--- src/hdl/cwmr_pkg.sv ---
// Shared types, constants and helper functions for the cigar walk block.
// Used by every module under hdl; depends on nothing else.
`default_nettype none

package cwmr_pkg;

  // Stream payload widths, padded to whole bytes.
  localparam int unsigned IN_TDATA_W  = 80;
  localparam int unsigned OUT_TDATA_W = 200;

  // Default depth of the command queue between front and back.
  localparam int unsigned QUEUE_DEPTH = 4;

  // Item kinds on the input stream.
  typedef enum logic [1:0] {
    OPC_START  = 2'd0,
    OPC_OP     = 2'd1,
    OPC_BASE   = 2'd2,
    OPC_FINISH = 2'd3
  } opc_t;

  // Cigar operation codes.
  localparam logic [3:0] CIG_M = 4'd0;
  localparam logic [3:0] CIG_I = 4'd1;
  localparam logic [3:0] CIG_D = 4'd2;
  localparam logic [3:0] CIG_N = 4'd3;
  localparam logic [3:0] CIG_S = 4'd4;
  localparam logic [3:0] CIG_H = 4'd5;

  // The single-base mismatch word is encoded as op in the low nibble and
  // length above it.
  localparam int unsigned OP_MASK   = 32'hf;
  localparam int unsigned X_WORD    = 24;
  localparam int unsigned OP_SHIFT  = 4;
  localparam int unsigned CASE_GAP  = 32;
  localparam logic [7:0]  BASE_N    = 8'h4e;
  localparam logic [3:0]  X_OP      = 4'(X_WORD & OP_MASK);
  localparam logic [27:0] X_LEN     = 28'(X_WORD >> OP_SHIFT);

  // Result kinds on the output stream.
  localparam logic KIND_WORD    = 1'b0;
  localparam logic KIND_SUMMARY = 1'b1;

  // What the back end emits after the optional flushed match run.
  typedef enum logic [1:0] {
    SEC_NONE    = 2'd0,
    SEC_WORD    = 2'd1,
    SEC_X       = 2'd2,
    SEC_SUMMARY = 2'd3
  } sec_t;

  // One classified command from front to back.
  typedef struct packed {
    logic        clear;         // start of read: zero counters, load start
    logic        flush;         // emit an M word of flush_len first
    logic [27:0] flush_len;
    sec_t        sec;
    logic [3:0]  word_op;
    logic [30:0] value;         // start position or operation length
    logic        add_aligned;
    logic        add_query;
    logic        add_ref;
    logic        inc_gap;
    logic        inc_mismatch;
    logic        set_stop;
  } cmd_t;

  function automatic logic [31:0] sat_add32(input logic [31:0] a, input logic [31:0] b);
    logic [32:0] s;
    s = {1'b0, a} + {1'b0, b};
    return s[32] ? 32'hffff_ffff : s[31:0];
  endfunction

  function automatic logic [15:0] sat_inc16(input logic [15:0] a);
    return (a == 16'hffff) ? a : a + 16'd1;
  endfunction

endpackage

`default_nettype wire

--- src/hdl/cwmr_front.sv ---
// Front end: accepts input items, tracks the match-run state of the walk
// and turns each item into one command. Depends on cwmr_pkg.
`default_nettype none

module cwmr_front (
  input  wire logic               clk,
  input  wire logic               rst,
  input  wire logic               accept,
  input  wire logic [1:0]         opcode,
  input  wire logic [30:0]        start_position,
  input  wire logic [3:0]         op_code,
  input  wire logic [27:0]        op_length,
  input  wire logic [7:0]         read_base,
  input  wire logic [7:0]         ref_base,
  output logic                    push,
  output cwmr_pkg::cmd_t          cmd
);

  logic [27:0] bases_left;
  logic [27:0] bases_left_next;
  logic [27:0] run_length;
  logic [27:0] run_length_next;
  logic        stopped;
  logic        stopped_next;
  logic [27:0] bases_dec;
  logic [27:0] run_inc;
  logic        mismatch;

  assign bases_dec = bases_left - 28'd1;
  assign run_inc   = run_length + 28'd1;
  // A base agrees with the reference directly, with its case-folded form,
  // or is an N.
  assign mismatch  = (read_base != ref_base) &&
                     (({1'b0, read_base} + 9'(cwmr_pkg::CASE_GAP)) != {1'b0, ref_base}) &&
                     (read_base != cwmr_pkg::BASE_N);

  always_comb begin
    cmd.clear        = 1'b0;
    cmd.flush        = 1'b0;
    cmd.flush_len    = run_length;
    cmd.sec          = cwmr_pkg::SEC_NONE;
    cmd.word_op      = op_code;
    cmd.value        = {3'b000, op_length};
    cmd.add_aligned  = 1'b0;
    cmd.add_query    = 1'b0;
    cmd.add_ref      = 1'b0;
    cmd.inc_gap      = 1'b0;
    cmd.inc_mismatch = 1'b0;
    cmd.set_stop     = 1'b0;
    bases_left_next  = bases_left;
    run_length_next  = run_length;
    stopped_next     = stopped;
    push             = accept;

    if (accept) begin
      unique case (cwmr_pkg::opc_t'(opcode))
        cwmr_pkg::OPC_START: begin
          cmd.clear       = 1'b1;
          cmd.value       = start_position;
          bases_left_next = '0;
          run_length_next = '0;
          stopped_next    = 1'b0;
        end
        cwmr_pkg::OPC_FINISH: begin
          cmd.flush       = (bases_left != '0) && (run_length != '0);
          cmd.sec         = cwmr_pkg::SEC_SUMMARY;
          bases_left_next = '0;
          run_length_next = '0;
        end
        cwmr_pkg::OPC_OP: begin
          if (!stopped) begin
            cmd.flush       = (bases_left != '0) && (run_length != '0);
            bases_left_next = '0;
            run_length_next = '0;
            if (op_code == cwmr_pkg::CIG_M) begin
              cmd.add_aligned = 1'b1;
              cmd.add_query   = 1'b1;
              cmd.add_ref     = 1'b1;
              bases_left_next = op_length;
            end else if (op_code != cwmr_pkg::CIG_H) begin
              cmd.sec = cwmr_pkg::SEC_WORD;
              if (op_code == cwmr_pkg::CIG_I) begin
                cmd.inc_gap     = 1'b1;
                cmd.add_aligned = 1'b1;
                cmd.add_query   = 1'b1;
              end else if (op_code == cwmr_pkg::CIG_D || op_code == cwmr_pkg::CIG_N) begin
                cmd.inc_gap = 1'b1;
                cmd.add_ref = 1'b1;
              end else if (op_code == cwmr_pkg::CIG_S) begin
                cmd.add_query = 1'b1;
              end else begin
                cmd.set_stop = 1'b1;
                stopped_next = 1'b1;
              end
            end
          end
        end
        cwmr_pkg::OPC_BASE: begin
          if (!stopped && bases_left != '0) begin
            bases_left_next = bases_dec;
            if (mismatch) begin
              cmd.inc_mismatch = 1'b1;
              cmd.flush        = (run_length != '0);
              cmd.sec          = cwmr_pkg::SEC_X;
              run_length_next  = '0;
            end else if (bases_dec == '0) begin
              cmd.flush       = 1'b1;
              cmd.flush_len   = run_inc;
              run_length_next = '0;
            end else begin
              run_length_next = run_inc;
            end
          end
        end
        default: begin
        end
      endcase
    end
  end

  always_ff @(posedge clk) begin
    if (rst) begin
      bases_left <= '0;
      run_length <= '0;
      stopped    <= 1'b0;
    end else begin
      bases_left <= bases_left_next;
      run_length <= run_length_next;
      stopped    <= stopped_next;
    end
  end

endmodule

`default_nettype wire

--- src/hdl/cwmr_queue.sv ---
// Small first-in first-out queue of commands between front and back.
// Depends on cwmr_pkg for the command type.
`default_nettype none

module cwmr_queue #(
  parameter int unsigned DEPTH = cwmr_pkg::QUEUE_DEPTH
) (
  input  wire logic               clk,
  input  wire logic               rst,
  input  wire logic               push,
  input  cwmr_pkg::cmd_t          wr_data,
  output logic                    full,
  input  wire logic               pop,
  output cwmr_pkg::cmd_t          head,
  output logic                    head_valid
);

  localparam int unsigned PTR_W = (DEPTH > 1) ? $clog2(DEPTH) : 1;
  localparam int unsigned CNT_W = $clog2(DEPTH + 1);

  cwmr_pkg::cmd_t   entries [DEPTH];
  logic [PTR_W-1:0] wr_ptr;
  logic [PTR_W-1:0] rd_ptr;
  logic [CNT_W-1:0] count;
  logic             do_push;
  logic             do_pop;

  assign full       = (count == CNT_W'(DEPTH));
  assign head_valid = (count != '0);
  assign head       = entries[rd_ptr];
  assign do_push    = push && !full;
  assign do_pop     = pop && head_valid;

  function automatic logic [PTR_W-1:0] wrap_inc(input logic [PTR_W-1:0] p);
    return (p == PTR_W'(DEPTH - 1)) ? '0 : p + PTR_W'(1);
  endfunction

  always_ff @(posedge clk) begin
    if (do_push) begin
      entries[wr_ptr] <= wr_data;
    end
  end

  always_ff @(posedge clk) begin
    if (rst) begin
      wr_ptr <= '0;
      rd_ptr <= '0;
      count  <= '0;
    end else begin
      if (do_push) begin
        wr_ptr <= wrap_inc(wr_ptr);
      end
      if (do_pop) begin
        rd_ptr <= wrap_inc(rd_ptr);
      end
      if (do_push && !do_pop) begin
        count <= count + CNT_W'(1);
      end else if (do_pop && !do_push) begin
        count <= count - CNT_W'(1);
      end
    end
  end

endmodule

`default_nettype wire

--- src/hdl/cwmr_back.sv ---
// Back end: executes queued commands, keeps the saturating read counters and
// drives the registered result stream. Depends on cwmr_pkg.
`default_nettype none

module cwmr_back (
  input  wire logic                              clk,
  input  wire logic                              rst,
  input  cwmr_pkg::cmd_t                         head,
  input  wire logic                              head_valid,
  output logic                                   pop,
  output logic                                   m_tvalid,
  input  wire logic                              m_tready,
  output logic [cwmr_pkg::OUT_TDATA_W-1:0]       m_tdata,
  output logic                                   m_tuser,
  output logic                                   m_tlast
);

  logic [30:0] read_start;
  logic [15:0] mismatches;
  logic [15:0] gaps;
  logic [31:0] aligned_bases;
  logic [31:0] query_used;
  logic [31:0] ref_used;
  logic        stopped;
  logic        phase;
  logic        phase_next;
  logic        out_free;
  logic        has_sec;
  logic        load;
  logic        o_kind;
  logic        o_last;
  logic [cwmr_pkg::OUT_TDATA_W-1:0] o_data;
  logic [31:0] add_len;
  logic [31:0] end_position;

  assign out_free     = !m_tvalid || m_tready;
  assign has_sec      = (head.sec != cwmr_pkg::SEC_NONE);
  assign add_len      = {4'h0, head.value[27:0]};
  assign end_position = cwmr_pkg::sat_add32({1'b0, read_start}, ref_used);

  always_comb begin
    pop        = 1'b0;
    load       = 1'b0;
    phase_next = phase;
    o_kind     = cwmr_pkg::KIND_WORD;
    o_last     = 1'b1;
    o_data     = '0;
    if (head_valid) begin
      if (!head.flush && !has_sec) begin
        pop = 1'b1;
      end else if (out_free) begin
        load = 1'b1;
        if (head.flush && !phase) begin
          o_data = {168'd0, head.flush_len, cwmr_pkg::CIG_M};
          o_last = !has_sec;
          if (has_sec) begin
            phase_next = 1'b1;
          end else begin
            pop = 1'b1;
          end
        end else begin
          pop        = 1'b1;
          phase_next = 1'b0;
          unique case (head.sec)
            cwmr_pkg::SEC_WORD: begin
              o_data = {168'd0, head.value[27:0], head.word_op};
            end
            cwmr_pkg::SEC_X: begin
              o_data = {168'd0, cwmr_pkg::X_LEN, cwmr_pkg::X_OP};
            end
            cwmr_pkg::SEC_SUMMARY: begin
              o_kind = cwmr_pkg::KIND_SUMMARY;
              o_data = {7'd0, stopped, end_position, ref_used, query_used,
                        aligned_bases, gaps, mismatches, 32'd0};
            end
            default: begin
              o_data = '0;
            end
          endcase
        end
      end
    end
  end

  always_ff @(posedge clk) begin
    if (rst) begin
      m_tvalid      <= 1'b0;
      phase         <= 1'b0;
      read_start    <= '0;
      mismatches    <= '0;
      gaps          <= '0;
      aligned_bases <= '0;
      query_used    <= '0;
      ref_used      <= '0;
      stopped       <= 1'b0;
    end else begin
      phase <= phase_next;
      if (load) begin
        m_tvalid <= 1'b1;
      end else if (m_tready) begin
        m_tvalid <= 1'b0;
      end
      if (pop) begin
        if (head.clear) begin
          read_start    <= head.value;
          mismatches    <= '0;
          gaps          <= '0;
          aligned_bases <= '0;
          query_used    <= '0;
          ref_used      <= '0;
          stopped       <= 1'b0;
        end else begin
          if (head.add_aligned) begin
            aligned_bases <= cwmr_pkg::sat_add32(aligned_bases, add_len);
          end
          if (head.add_query) begin
            query_used <= cwmr_pkg::sat_add32(query_used, add_len);
          end
          if (head.add_ref) begin
            ref_used <= cwmr_pkg::sat_add32(ref_used, add_len);
          end
          if (head.inc_gap) begin
            gaps <= cwmr_pkg::sat_inc16(gaps);
          end
          if (head.inc_mismatch) begin
            mismatches <= cwmr_pkg::sat_inc16(mismatches);
          end
          if (head.set_stop) begin
            stopped <= 1'b1;
          end
        end
      end
    end
  end

  always_ff @(posedge clk) begin
    if (load) begin
      m_tdata <= o_data;
      m_tuser <= o_kind;
      m_tlast <= o_last;
    end
  end

endmodule

`default_nettype wire

--- src/hdl/cigar_walk_mismatch_refine.sv ---
// Top level of the cigar walk with mismatch expansion: front end, command
// queue and back end. Depends on cwmr_pkg, cwmr_front, cwmr_queue, cwmr_back.
//
//   Channel   Direction  Handshake           Payload
//   --------  ---------  ------------------  ------------------------------------------
//   s_*       in         s_tvalid/s_tready   item kind in s_tuser, item fields in s_tdata
//   m_*       out        m_tvalid/m_tready   result kind in m_tuser, fields in m_tdata,
//                                            last result of an item on m_tlast
//
// The block takes one item per cycle while the queue has room. The front end
// classifies the item in the cycle it is accepted and writes one command into
// the queue. The back end retires one command per cycle unless the output
// stalls; a command with two results (a flushed match run followed by a
// mismatch word, an operation word or the read summary) holds it for both,
// and the queue absorbs those stalls. Results pass through the queue and then
// the output register. The synchronous reset clears the walk state, the
// counters, the queue and the output register; there is no clearing pass.
`default_nettype none

module cigar_walk_mismatch_refine #(
  parameter int unsigned QUEUE_DEPTH = cwmr_pkg::QUEUE_DEPTH
) (
  input  wire logic                              clk,
  input  wire logic                              rst,
  input  wire logic                              s_tvalid,
  output logic                                   s_tready,
  // s_tdata, lowest bit first: start_position(31), op_code(4), op_length(28),
  // read_base(8), ref_base(8), one zero pad bit.
  input  wire logic [cwmr_pkg::IN_TDATA_W-1:0]   s_tdata,
  // s_tuser: opcode(2).
  input  wire logic [1:0]                        s_tuser,
  output logic                                   m_tvalid,
  input  wire logic                              m_tready,
  // m_tdata, lowest bit first: word_op(4), word_length(28), mismatch_count(16),
  // gap_count(16), aligned_count(32), query_consumed(32), ref_consumed(32),
  // end_position(32), unsupported(1), seven zero pad bits.
  output logic [cwmr_pkg::OUT_TDATA_W-1:0]       m_tdata,
  // m_tuser: kind(1), 0 for a cigar word and 1 for the read summary.
  output logic                                   m_tuser,
  output logic                                   m_tlast
);

  logic           queue_full;
  logic           accept;
  logic           push;
  logic           pop;
  logic           head_valid;
  cwmr_pkg::cmd_t cmd;
  cwmr_pkg::cmd_t head;

  // The front end only waits for room in the queue, never for the output.
  assign s_tready = !queue_full;
  assign accept   = s_tvalid && s_tready;

  cwmr_front u_front (
    .clk            (clk),
    .rst            (rst),
    .accept         (accept),
    .opcode         (s_tuser),
    .start_position (s_tdata[30:0]),
    .op_code        (s_tdata[34:31]),
    .op_length      (s_tdata[62:35]),
    .read_base      (s_tdata[70:63]),
    .ref_base       (s_tdata[78:71]),
    .push           (push),
    .cmd            (cmd)
  );

  cwmr_queue #(
    .DEPTH (QUEUE_DEPTH)
  ) u_queue (
    .clk        (clk),
    .rst        (rst),
    .push       (push),
    .wr_data    (cmd),
    .full       (queue_full),
    .pop        (pop),
    .head       (head),
    .head_valid (head_valid)
  );

  // The back end owns the counters so that a summary always sees the
  // updates of every command queued ahead of it.
  cwmr_back u_back (
    .clk        (clk),
    .rst        (rst),
    .head       (head),
    .head_valid (head_valid),
    .pop        (pop),
    .m_tvalid   (m_tvalid),
    .m_tready   (m_tready),
    .m_tdata    (m_tdata),
    .m_tuser    (m_tuser),
    .m_tlast    (m_tlast)
  );

endmodule

`default_nettype wire
--- config.mk ---
export PLATFORM = sky130hd
export DESIGN_NAME = cigar_walk_mismatch_refine
export DESIGN_NICKNAME = d
export VERILOG_FILES = /design/src/hdl/cwmr_pkg.sv /design/src/hdl/cwmr_front.sv /design/src/hdl/cwmr_queue.sv /design/src/hdl/cwmr_back.sv /design/src/hdl/cigar_walk_mismatch_refine.sv
export SDC_FILE = /design/constraint.sdc
export NUM_CORES = 1
export LEC_CHECK = 0
export BUFFER_PORTS_ARGS = -buffer_cell sky130_fd_sc_hd__buf_2
export CAP_MARGIN = 40
export CORE_AREA = 2 2 346 417
export CTS_CLUSTER_SIZE = 12
export DETAILED_ROUTE_END_ITERATION = 16
export DIE_AREA = 0 0 348 419
export SLEW_MARGIN = 40
export SYNTH_ARGS = -nofsm -noshare
export SYNTH_HDL_FRONTEND = slang
export SYNTH_SLANG_ARGS = --single-unit
--- constraint.sdc ---
create_clock -name clk -period 9.87 [get_ports clk]
set_clock_uncertainty 0.1 [all_clocks]
set_input_delay 0.4935 -clock clk [delete_from_list [all_inputs] [get_ports clk]]
set_output_delay 0.4935 -clock clk [all_outputs]
set_load 0.05 [all_outputs]
==> run_results.csv, run 1 <==
group,metric,value,unit
min_path,hp-start,"s_tdata[31]",
outcome,status,"finished, final reports clean",
setup_path,rr_worst_depth,12,
global_route,antenna_found_initial,10,
cells_and_area,fin_nets,3657,
timing,slew_viol_final,0,
cells_and_area,finalNonFillerCells,5353,
clock_network,post_cts_buffers,0,
cells_and_area,layout_commonest_cell,"edfxtp_1",
pwr,peakVddDrop,271,uV
setup_path,worst_r2r_endpoint,"u_back.m_tdata[162]$_SDFFCE_PP0P_",
timing,finalCriticalPeriod,5.67,ns
drt,via_count,25900,
timing,tightest_slew,0.864,ns
synth,ys.warnings.count,0,
pwr,powerDensity,303,mW/mm^2
synth,synth_fa_ha_area_share,5.03,%
setup_path,slowest_stage,"buf_4",
global_route,grt_max_degree,88,
synth,post_synth_mux_area_share,5.78,%
die,die_area,0.146,sq mm
drt,drtAntennaViolNets,0,
timing,post-route-period-util,57.4,%
synth,synth_cell_types,95,
clock_network,insertion_delay,0.67,ns
synth,postSynthAreaPerCell,11.1,sq um
setup_path,crit_required,10.10,ns
synth,netlist_area,0.0353,sq mm
synth,synthSimpleGateAreaFrac,15.2,%
global_route,grt_pass1_wl,161000,um
timing,slew_headroom,42.4,%
setup_path,crit_buf_inv,4,
global_route,grt_overflow,0,
placement,dp_hpwl,78100,um
cells_and_area,synthToLayoutAreaGrowth,17.8,%
cells_and_area,final_cell_mix,"487 x edfxtp_1, 337 x nand2_1, 280 x buf_2, 226 x dfxtp_1, 223 x nor2_1",
synth,yosys.area.top_type,"edfxtp_1",
drt,viasPerCell,4.84,
clock_network,cts_max_level,3,
timing,hold_viol,0,
synth,ys_top_cells_by_area,"edfxtp_1 41%, dfxtp_1 13%, ha_1 4.8%",
pwr,p_leak,15.6,nW
setup_path,crit_fanout,53,
setup_path,crit_family,"buffers and inverters",
synth,ys_seq_elements,715,
setup_path,worst-endpoint-arrival,5.90,ns
synth,synth_xor_area_share,4.62,%
placement,io_buffers,281,
synth,synth_cells,3177,
cells_and_area,final_core_util,29.3,%
synth,ys_seq_area_share,54.4,%
drt,wl_per_cell,20.5,um
die,fp.coreArea,0.142,sq mm
clock_network,cts_resized,0,
clock_network,path_clk_slew,0.06,ns
clock_network,postCtsHoldBufs,0,
drt,wl,110000,um
min_path,hold_end,"u_queue.entries[3][37]$_DFFE_PP_",
placement,gp_congestion,0.877,
die,start_util,24.8,%
synth,async_flop_share,0,%
min_path,min_path_type,"in -> reg",
synth,synth_edf_count,487,
timing,setup_violations,0,
drt,drt_pass1_iterations,6,
setup_path,cp_common_cell,"buf_4",
synth,synth_top_area_share,41.4,%
setup_path,rrSetupSlack,4.20,ns
setup_path,endpoint_kind,"register",
global_route,gr-usage-all-layers,14.7,%
die,fp-row-count,152,
synth,ys.flop_type,"edfxtp_1",
clock_network,cts_tree,"done",
timing,grt_setup_unrepaired,"no",
die,die_y,419,um
setup_path,path_cells,"buf_4, mux4_2, or2_2, o21ai_2, buf_4, nor2_1, nand3_2, buf_4, clkinv_2, and2_1, o21ai_4, o21ai_0",
clock_network,clock_path_buffers,3,
clock_network,clock-sinks,715,
setup_path,critical_path_class,"reg -> reg",
drt,drtIter0Drc,1921,
timing,setup_tns,0,ns
job,maxCapViolCount,0,
synth,synth_top_family_by_area,"simple AND/OR/NAND/NOR gates",
drt,drc,0,
die,io_pins,290,
timing,fmax,0.176,GHz
setup_path,start_kind,"register",
synth,synth_compound_area_share,12.4,%
placement,dp.cells,5194,
die,die_w,348,um
setup_path,cpPeakStageDelay,0.75,ns
cells_and_area,drive_gt1_share,17.2,%
min_path,holdPathStages,1,
clock_network,root_buffer,"clkbuf_16",
global_route,grt_pass1_vias,25000,
clock_network,numCtsBuffers,82,
-- synthesized netlist by cell type (11+ instances only) --
cell / number
nor2_1: 227
edfxtp_1: 487
or3_1: 18
dfxtp_1: 228
a31oi_1: 13
nand2b_1: 24
buf_1: 15
clkbuf_1: 115
xor2_1: 96
xnor2_1: 90
o21ai_0: 206
a2111oi_0: 11
o21a_1: 17
nand2_1: 340
a211o_1: 11
nor2b_1: 32
a211oi_1: 18
and2_1: 137
a21oi_1: 220
inv_1: 71
o21bai_1: 19
ha_1: 134
mux4_2: 72
nand3_1: 94
mux2_2: 30
a21o_1: 37
nor3_1: 73
a22oi_1: 33
nand4_1: 24
and3_1: 45
nor4_1: 18
o31ai_1: 26
-- how the worst max path moves through the flow --
stage / startpoint / to / slack (ns) / cells after the start
after floorplan: register / u_back.m_tdata[0]$_SDFFCE_PP0P_ / 4.26 / 5
after global placement: register / u_back.ref_used[27]$_SDFFE_PP0P_ / 4.09 / 11
after detailed placement: register / u_back.m_tdata[162]$_SDFFCE_PP0P_ / 4.14 / 12
after CTS: register / u_back.m_tdata[162]$_SDFFCE_PP0P_ / 4.13 / 12
after global routing: register / u_back.m_tdata[162]$_SDFFCE_PP0P_ / 3.89 / 12
final: register / u_back.m_tdata[162]$_SDFFCE_PP0P_ / 4.20 / 12
-- power by group --
part           switching (mW)  leakage (nW)  internal (mW)
clock network            1.28          1.28           1.72
registers               0.407          6.60           3.99
logic                    3.81          7.68           1.38
-- layer usage --
| layer | vias to the layer above | GRT usage, % | share of wire, % |
|---|---|---|---|
| met5 | - | 0 | 0.019 |
| met4 | 4 | 5.44 | 3.4 |
| met3 | 146 | 2.22 | 5.6 |
| met2 | 813 | 24.8 | 48 |
| met1 | 12700 | 18.9 | 43 |
| li1 | 12200 | - | - |
-- through the flow --
| stage | area (sq um) | total power, mW | hold slack [ns] | setup WS (ns) |
|---|---|---|---|---|
| after CTS | 41500 | 12.8 | 0.0272 | 4.13 |
| after global routing | 41600 | 13.2 | 0.0640 | 3.89 |
| after floorplan | 35300 | 8.06 | 0.329 | 4.26 |
| after global placement | 38700 | 9.64 | 0.346 | 4.09 |
| after detailed placement | 38800 | 9.72 | 0.351 | 4.14 |
| final | 41600 | 12.6 | 0.0880 | 4.20 |
-- sequential cells by signal, summed over array words and instances (netlist names), named ones only --
signal / count
u_queue.entries: 292
u_back.m_tdata: 193
u_back.aligned_bases: 32
u_back.query_used: 32
u_back.ref_used: 32
u_back.read_start: 31
u_front.bases_left: 28
u_front.run_length: 28
u_back.gaps: 16
u_back.mismatches: 16
u_queue.count: 3
u_queue.rd_ptr: 2
u_queue.wr_ptr: 2
u_back.m_tlast: 1
u_back.m_tuser: 1
u_back.m_tvalid: 1
u_back.phase: 1
u_back.stopped: 1
u_front.stopped: 1
-- worst register-to-register path: cells and delay by family (launching register included) --
kind	cells	cell delay, ns
and+or+nand+nor	4	1.05
AOI/OAI and AO/OA	3	0.71
DFF	1	0.74
muxes	1	0.49
buffers and inverters	4	2.26
-- cells by family after synthesis --
| family | Yosys count |
|---|---|
| other | 1 |
| AOI/OAI and AO/OA | 705 |
| buffers and inverters | 228 |
| muxes | 110 |
| xor gates and xnor gates | 186 |
| and+or+nand+nor | 1093 |
| adders and majority gates | 139 |
| DFF | 715 |
-- layout make-up --
cell class	count	area [sq um]
clock inverter	37	424
inverter	74	287
antenna	3	7.51
sequential	715	19200
multi-input combinational	2240	15300
timing repair buffer	319	1770
clock buffer	117	2250
tap	1848	2310
fill	14600	101000
Note: power is estimated with default switching activity, not from simulation.
==> run 2, diff against run 1 <==
- clock period: 9.87 -> 4.75 ns (I/O delays scaled with it)
==> run 2 against run 1 <==
Net effect:
- utilization increased by 0.94 points
- clock-buffer cell count decreased by 8
- final area increased by 3.2%
- sequential power increased by 110%
- critical path type unchanged
- critical endpoint is now u_back.ref_used[27]$_SDFFE_PP0P_
==> run_results.csv, run 2 (synthesized netlist as in run 1, its figures left out) <==
group,metric,value,unit
clock_network,root_buffer,"clkbuf_16",
min_path,holdPathStages,5,
clock_network,clock-sinks,715,
clock_network,cts_resized,0,
drt,wl_per_cell,20.5,um
global_route,grt_pass1_wl,165000,um
cells_and_area,synthToLayoutAreaGrowth,21.5,%
clock_network,cts_max_level,3,
pwr,p_leak,16.3,nW
die,fp.coreArea,0.142,sq mm
setup_path,rrSetupSlack,0.27,ns
cells_and_area,drive_gt1_share,17.9,%
global_route,antenna_found_initial,3,
placement,placed_area,0.0393,sq mm
cells_and_area,final_core_util,30.2,%
placement,dp_hpwl,82200,um
timing,tightest_slew,0.803,ns
timing,post-route-period-util,94.4,%
die,die_area,0.146,sq mm
die,io_pins,290,
die,die_y,419,um
global_route,gr-usage-all-layers,15.1,%
clock_network,insertion_delay,0.67,ns
setup_path,rr_worst_depth,12,
placement,gp_congestion,0.888,
cells_and_area,reg.largest.list,"u_queue.entries: 292 flops, u_back.m_tdata: 193 flops",
setup_path,critical_path_class,"reg -> reg",
cells_and_area,final_cell_mix,"487 x edfxtp_1, 340 x nand2_1, 280 x buf_2, 226 x nor2_1, 226 x dfxtp_1",
drt,drc,0,
clock_network,clock_path_buffers,3,
placement,io_buffers,281,
job,maxCapViolCount,0,
timing,setup_violations,0,
drt,via_count,26300,
timing,hold_viol,0,
timing,fmax,0.223,GHz
drt,drt_pass1_iterations,5,
global_route,grt_pass1_vias,25500,
setup_path,endpoint_kind,"register",
global_route,grt_max_degree,125,
cells_and_area,largest_reg_flops,292,
drt,drtIter0Drc,2095,
setup_path,worst_r2r_endpoint,"u_back.ref_used[27]$_SDFFE_PP0P_",
die,start_util,24.8,%
min_path,hold_end,"u_front.stopped$_SDFFE_PP0P_",
pwr,peakVddDrop,335,uV
die,fp-row-count,152,
cells_and_area,layout_commonest_cell,"edfxtp_1",
setup_path,start_kind,"register",
drt,viasPerCell,4.79,
die,die_w,348,um
drt,drtAntennaViolNets,0,
setup_path,crit_fanout,17,
cells_and_area,fin_nets,3797,
min_path,hp-start,"s_tuser[1]",
clock_network,path_clk_slew,0.06,ns
clock_network,cts_tree,"done",
pwr,powerDensity,624,mW/mm^2
global_route,grt_overflow,0,
cells_and_area,regMostFlops,"u_queue.entries",
setup_path,crit_required,5.17,ns
outcome,status,"finished, final reports clean",
timing,grt_setup_unrepaired,"no",
timing,finalCriticalPeriod,4.48,ns
timing,slew_viol_final,0,
cells_and_area,post-route-cell-area,0.0429,sq mm
timing,slew_headroom,46.5,%
clock_network,numCtsBuffers,81,
drt,wl,112000,um
min_path,min_path_type,"in -> reg",
setup_path,worst-endpoint-arrival,4.91,ns
-- run 2: how the worst max path moves through the flow --
| stage | endpoint | startpoint |
|---|---|---|
| floorplan | u_back.m_tdata[0]$_SDFFCE_PP0P_ | register |
| global placement | u_back.ref_used[27]$_SDFFE_PP0P_ | register |
| detailed placement | u_back.ref_used[27]$_SDFFE_PP0P_ | register |
| CTS | u_back.ref_used[27]$_SDFFE_PP0P_ | register |
| global route | u_back.ref_used[27]$_SDFFE_PP0P_ | register |
| finish | u_back.ref_used[27]$_SDFFE_PP0P_ | register |
-- run 2: area by class of cell --
class / count / area [sq um]
inverter: 74 / 283
clock buffer: 109 / 2160
multi-input combinational: 2240 / 15300
sequential: 715 / 19200
clock inverter: 38 / 617
antenna: 1 / 2.50
timing repair buffer: 460 / 3040
fill: 14500 / 99200
tap: 1848 / 2310
-- run 2: metrics by stage --
stage,total power [mW],hold slack [ns],cells,worst slack [ns],setup TNS [ns]
final,26.8,0.0669,5485,0.266,0
after global routing,28.1,0.0680,5485,0.0109,0
after CTS,27.1,0.0159,5484,0.241,0
after detailed placement,20.3,0.352,5258,0.282,0
after global placement,20.2,0.348,5258,0.308,0
after floorplan,16.7,0.236,3183,-0.194,-37.91
-- run 2: report_power, final --
group / internal (mW) / switching (mW)
clock network: 3.94 / 2.66
registers: 8.28 / 0.753
logic: 3.10 / 8.03
total: 15.3 / 11.4
-- run 2: timing repair --
item                                   in CTS  in global routing
hold buffers                               79                  0
setup buffers                               0                  0
setup endpoints to repair                   0                  0
endpoints found under the hold margin     180                  0
-- run 2: per-layer routing --
layer	vias up	global-route usage, %	routed length, um
met4	0	5.06	3360
li1	12500	-	-
met3	162	2.52	6130
met1	12900	18.9	47500
met5	-	0	0
met2	705	26.2	55300
-- run 2: critical path, stage by stage (launching register included) --
cell,delay (ns)
dfxtp_4,0.55
mux4_2,0.47
inv_1,0.25
fa_1,0.49
nand2b_1,0.19
a2111oi_0,0.64
buf_4,0.22
o21ai_0,0.08
nand3_1,0.18
o21a_1,0.23
o2111a_1,0.41
a2111oi_0,0.11
a2111oi_0,0.42
==> run 3, diff against run 2 <==
- CORE_AREA: 2 2 346 417 -> 2 2 342 428
- DIE_AREA: 0 0 348 419 -> 0 0 344 430
- SYNTH_HIERARCHICAL: default -> 1
==> run 3 against run 2 <==
Net effect:
- fmax up 3.5%
- cell count about the same
- sequential share of layout area about the same
- non-clock buffer count down 19
- via count down 1.1%
- critical path type unchanged
- highest routed layer is now met5
- global-route usage down 0.57 points
==> run_results.csv, run 3 <==
group,metric,value,unit
outcome,status,"finished, final reports clean",
synth,synth_cells,3176,
placement,gp_congestion,0.880,
die,start_util,24.8,%
timing,fin_ws,0.416,ns
cells_and_area,final_cell_mix,"487 x edfxtp_1, 389 x nand2_1, 280 x buf_2, 226 x dfxtp_1, 209 x a21oi_1",
synth,yosys.area.top_type,"edfxtp_1",
cells_and_area,regMostFlops,"u_queue/entries",
cells_and_area,reg.largest.list,"u_queue/entries: 292 flops, u_back/m_tdata: 193 flops",
synth,netlist_area,0.0357,sq mm
placement,preCtsSetupSlack,0.414,ns
global_route,grt_overflow,0,
setup_path,crit_required,5.25,ns
setup_path,endpoint_kind,"register",
min_path,holdPathStages,2,
setup_path,worst-endpoint-arrival,4.83,ns
drt,via_count,26000,
setup_path,start_kind,"register",
die,die_w,344,um
clock_network,insertion_delay,0.67,ns
drt,wl,110000,um
cells_and_area,largest_reg_flops,292,
synth,ys_top_cells_by_area,"edfxtp_1 41%, dfxtp_1 13%, ha_1 4.7%",
synth,ys.flop_type,"edfxtp_1",
global_route,grt_pass1_wl,160000,um
global_route,antenna_found_initial,5,
synth,ys_seq_area_share,53.7,%
clock_network,cts_tree,"done",
clock_network,cts_max_level,3,
synth,synth_cell_types,104,
die,die_area,0.148,sq mm
clock_network,clock-sinks,715,
pwr,powerDensity,640,mW/mm^2
synth,postSynthAreaPerCell,11.2,sq um
die,die_y,430,um
timing,tightest_slew,0.866,ns
placement,io_buffers,281,
clock_network,path_clk_slew,0.06,ns
die,fp.coreArea,0.144,sq mm
setup_path,rr_worst_depth,13,
die,fp-row-count,156,
synth,synth_top_area_share,40.9,%
setup_path,critical_path_class,"reg -> reg",
synth,ys_seq_elements,715,
synth,synth_edf_count,487,
drt,wl_per_cell,20.0,um
timing,setup_tns,0,ns
timing,setup_violations,0,
cells_and_area,layout_commonest_cell,"edfxtp_1",
clock_network,cts_resized,0,
synth,ys.warnings.count,6,
timing,post-route-period-util,91.2,%
placement,dp_hpwl,79600,um
drt,drc,0,
timing,slew_headroom,42.3,%
job,maxCapViolCount,0,
global_route,grt_pass1_vias,25100,
drt,viasPerCell,4.74,
timing,hold_viol,0,
die,io_pins,290,
drt,drtAntennaViolNets,0,
synth,synthTopCellsByCount,"487 x edfxtp_1, 389 x nand2_1, 228 x dfxtp_1",
pwr,peakVddDrop,358,uV
cells_and_area,drive_gt1_share,18.1,%
drt,drt_pass1_iterations,5,
timing,finalCriticalPeriod,4.33,ns
timing,slew_viol_final,0,
global_route,gr-usage-all-layers,14.5,%
clock_network,root_buffer,"clkbuf_16",
min_path,min_path_type,"in -> reg",
cells_and_area,fin_nets,3744,
cells_and_area,synthToLayoutAreaGrowth,20.0,%
setup_path,crit_fanout,18,
clock_network,clock_path_buffers,3,
drt,drtIter0Drc,1937,
timing,grt_setup_unrepaired,"no",
global_route,grt_max_degree,99,
clock_network,numCtsBuffers,80,
timing,fmax,0.231,GHz
synth,async_flop_share,0,%
synth,yosysMostFrequentCell,"edfxtp_1",
pwr,p_leak,16.2,nW
run 3: final timing paths:
path	endpoint	start	slack [ns]
max	u_back/aligned_bases[5]$_SDFFE_PP0P_	register	0.42
min	u_back/gaps[0]$_SDFFE_PP0P_	rst	0.04
max reg2reg	u_back/aligned_bases[5]$_SDFFE_PP0P_	register	0.42
min reg2reg	u_back/query_used[4]$_SDFFE_PP0P_	u_back/query_used[4]$_SDFFE_PP0P_	0.36
run 3: stage by stage:
step / instance area, sq um / hold WS [ns] / power (mW) / instances / utilization [%]
after detailed placement: 39500 / 0.347 / 21.4 / 5258 / 27.4
after floorplan: 35800 / 0.329 / 17.8 / 3182 / -
after global placement: 39400 / 0.347 / 21.3 / 5257 / 27.4
after global routing: 42900 / 0.0325 / 28.9 / 5479 / 29.7
final: 42900 / 0.0362 / 27.4 / 5480 / 29.8
after CTS: 42900 / 0.00278 / 27.8 / 5479 / 29.7
run 3: critical path, stage by stage (launching register included):
cell      delay [ns]
dfxtp_4         0.47
buf_12          0.22
mux4_2          0.66
ha_1            0.48
nand2_1         0.08
o21ai_1         0.20
nor2_1          0.08
a2111o_1        0.41
o211ai_1        0.27
nand2_1         0.17
o31ai_2         0.57
buf_4           0.33
o21ai_0         0.12
nand2_1         0.09
run 3: routing by layer:
metal | GRT usage [%] | share of wire [%]
met1 | 18.3 | 42
met2 | 24.0 | 47
met3 | 2.69 | 5.8
met4 | 6.47 | 4.4
met5 | 0 | 0.012
run 3: final cells by class:
| cell class | count | area [sq um] |
|---|---|---|
| clock buffers | 115 | 2250 |
| fillers | 14800 | 101000 |
| diodes | 1 | 2.50 |
| repair buffers | 441 | 2960 |
| inverters | 56 | 234 |
| clock inverters | 30 | 374 |
| multi-input cells | 2226 | 15500 |
| well taps | 1896 | 2370 |
| flip-flops and latches | 715 | 19200 |
run 3: logic make-up (layout without fill, tap and decap cells):
logic type,after synthesis,count (layout),synth area share [%]
other,1,8,0.0105
AO/OA/AOI/OAI,681,681,12.3
adder cells (fa/ha/maj),138,138,4.94
XOR/XNOR,202,202,4.97
flip-flops,715,715,53.7
multiplexers,109,109,5.71
buffers and inverters,241,642,3.13
AND/OR/NAND/NOR,1089,1089,15.2
run 3: where the power goes:
part | internal, mW | switching, mW | leakage, nW | total, mW
logic | 3.41 | 8.60 | 8.47 | 12.0
clock network | 3.64 | 2.61 | 1.26 | 6.25
registers | 8.46 | 0.734 | 6.44 | 9.20
run 3: repair_timing:
action | in CTS | in global routing
endpoints found under the hold margin | 186 | 0
setup buffers | 0 | 0
hold buffers | 76 | 0
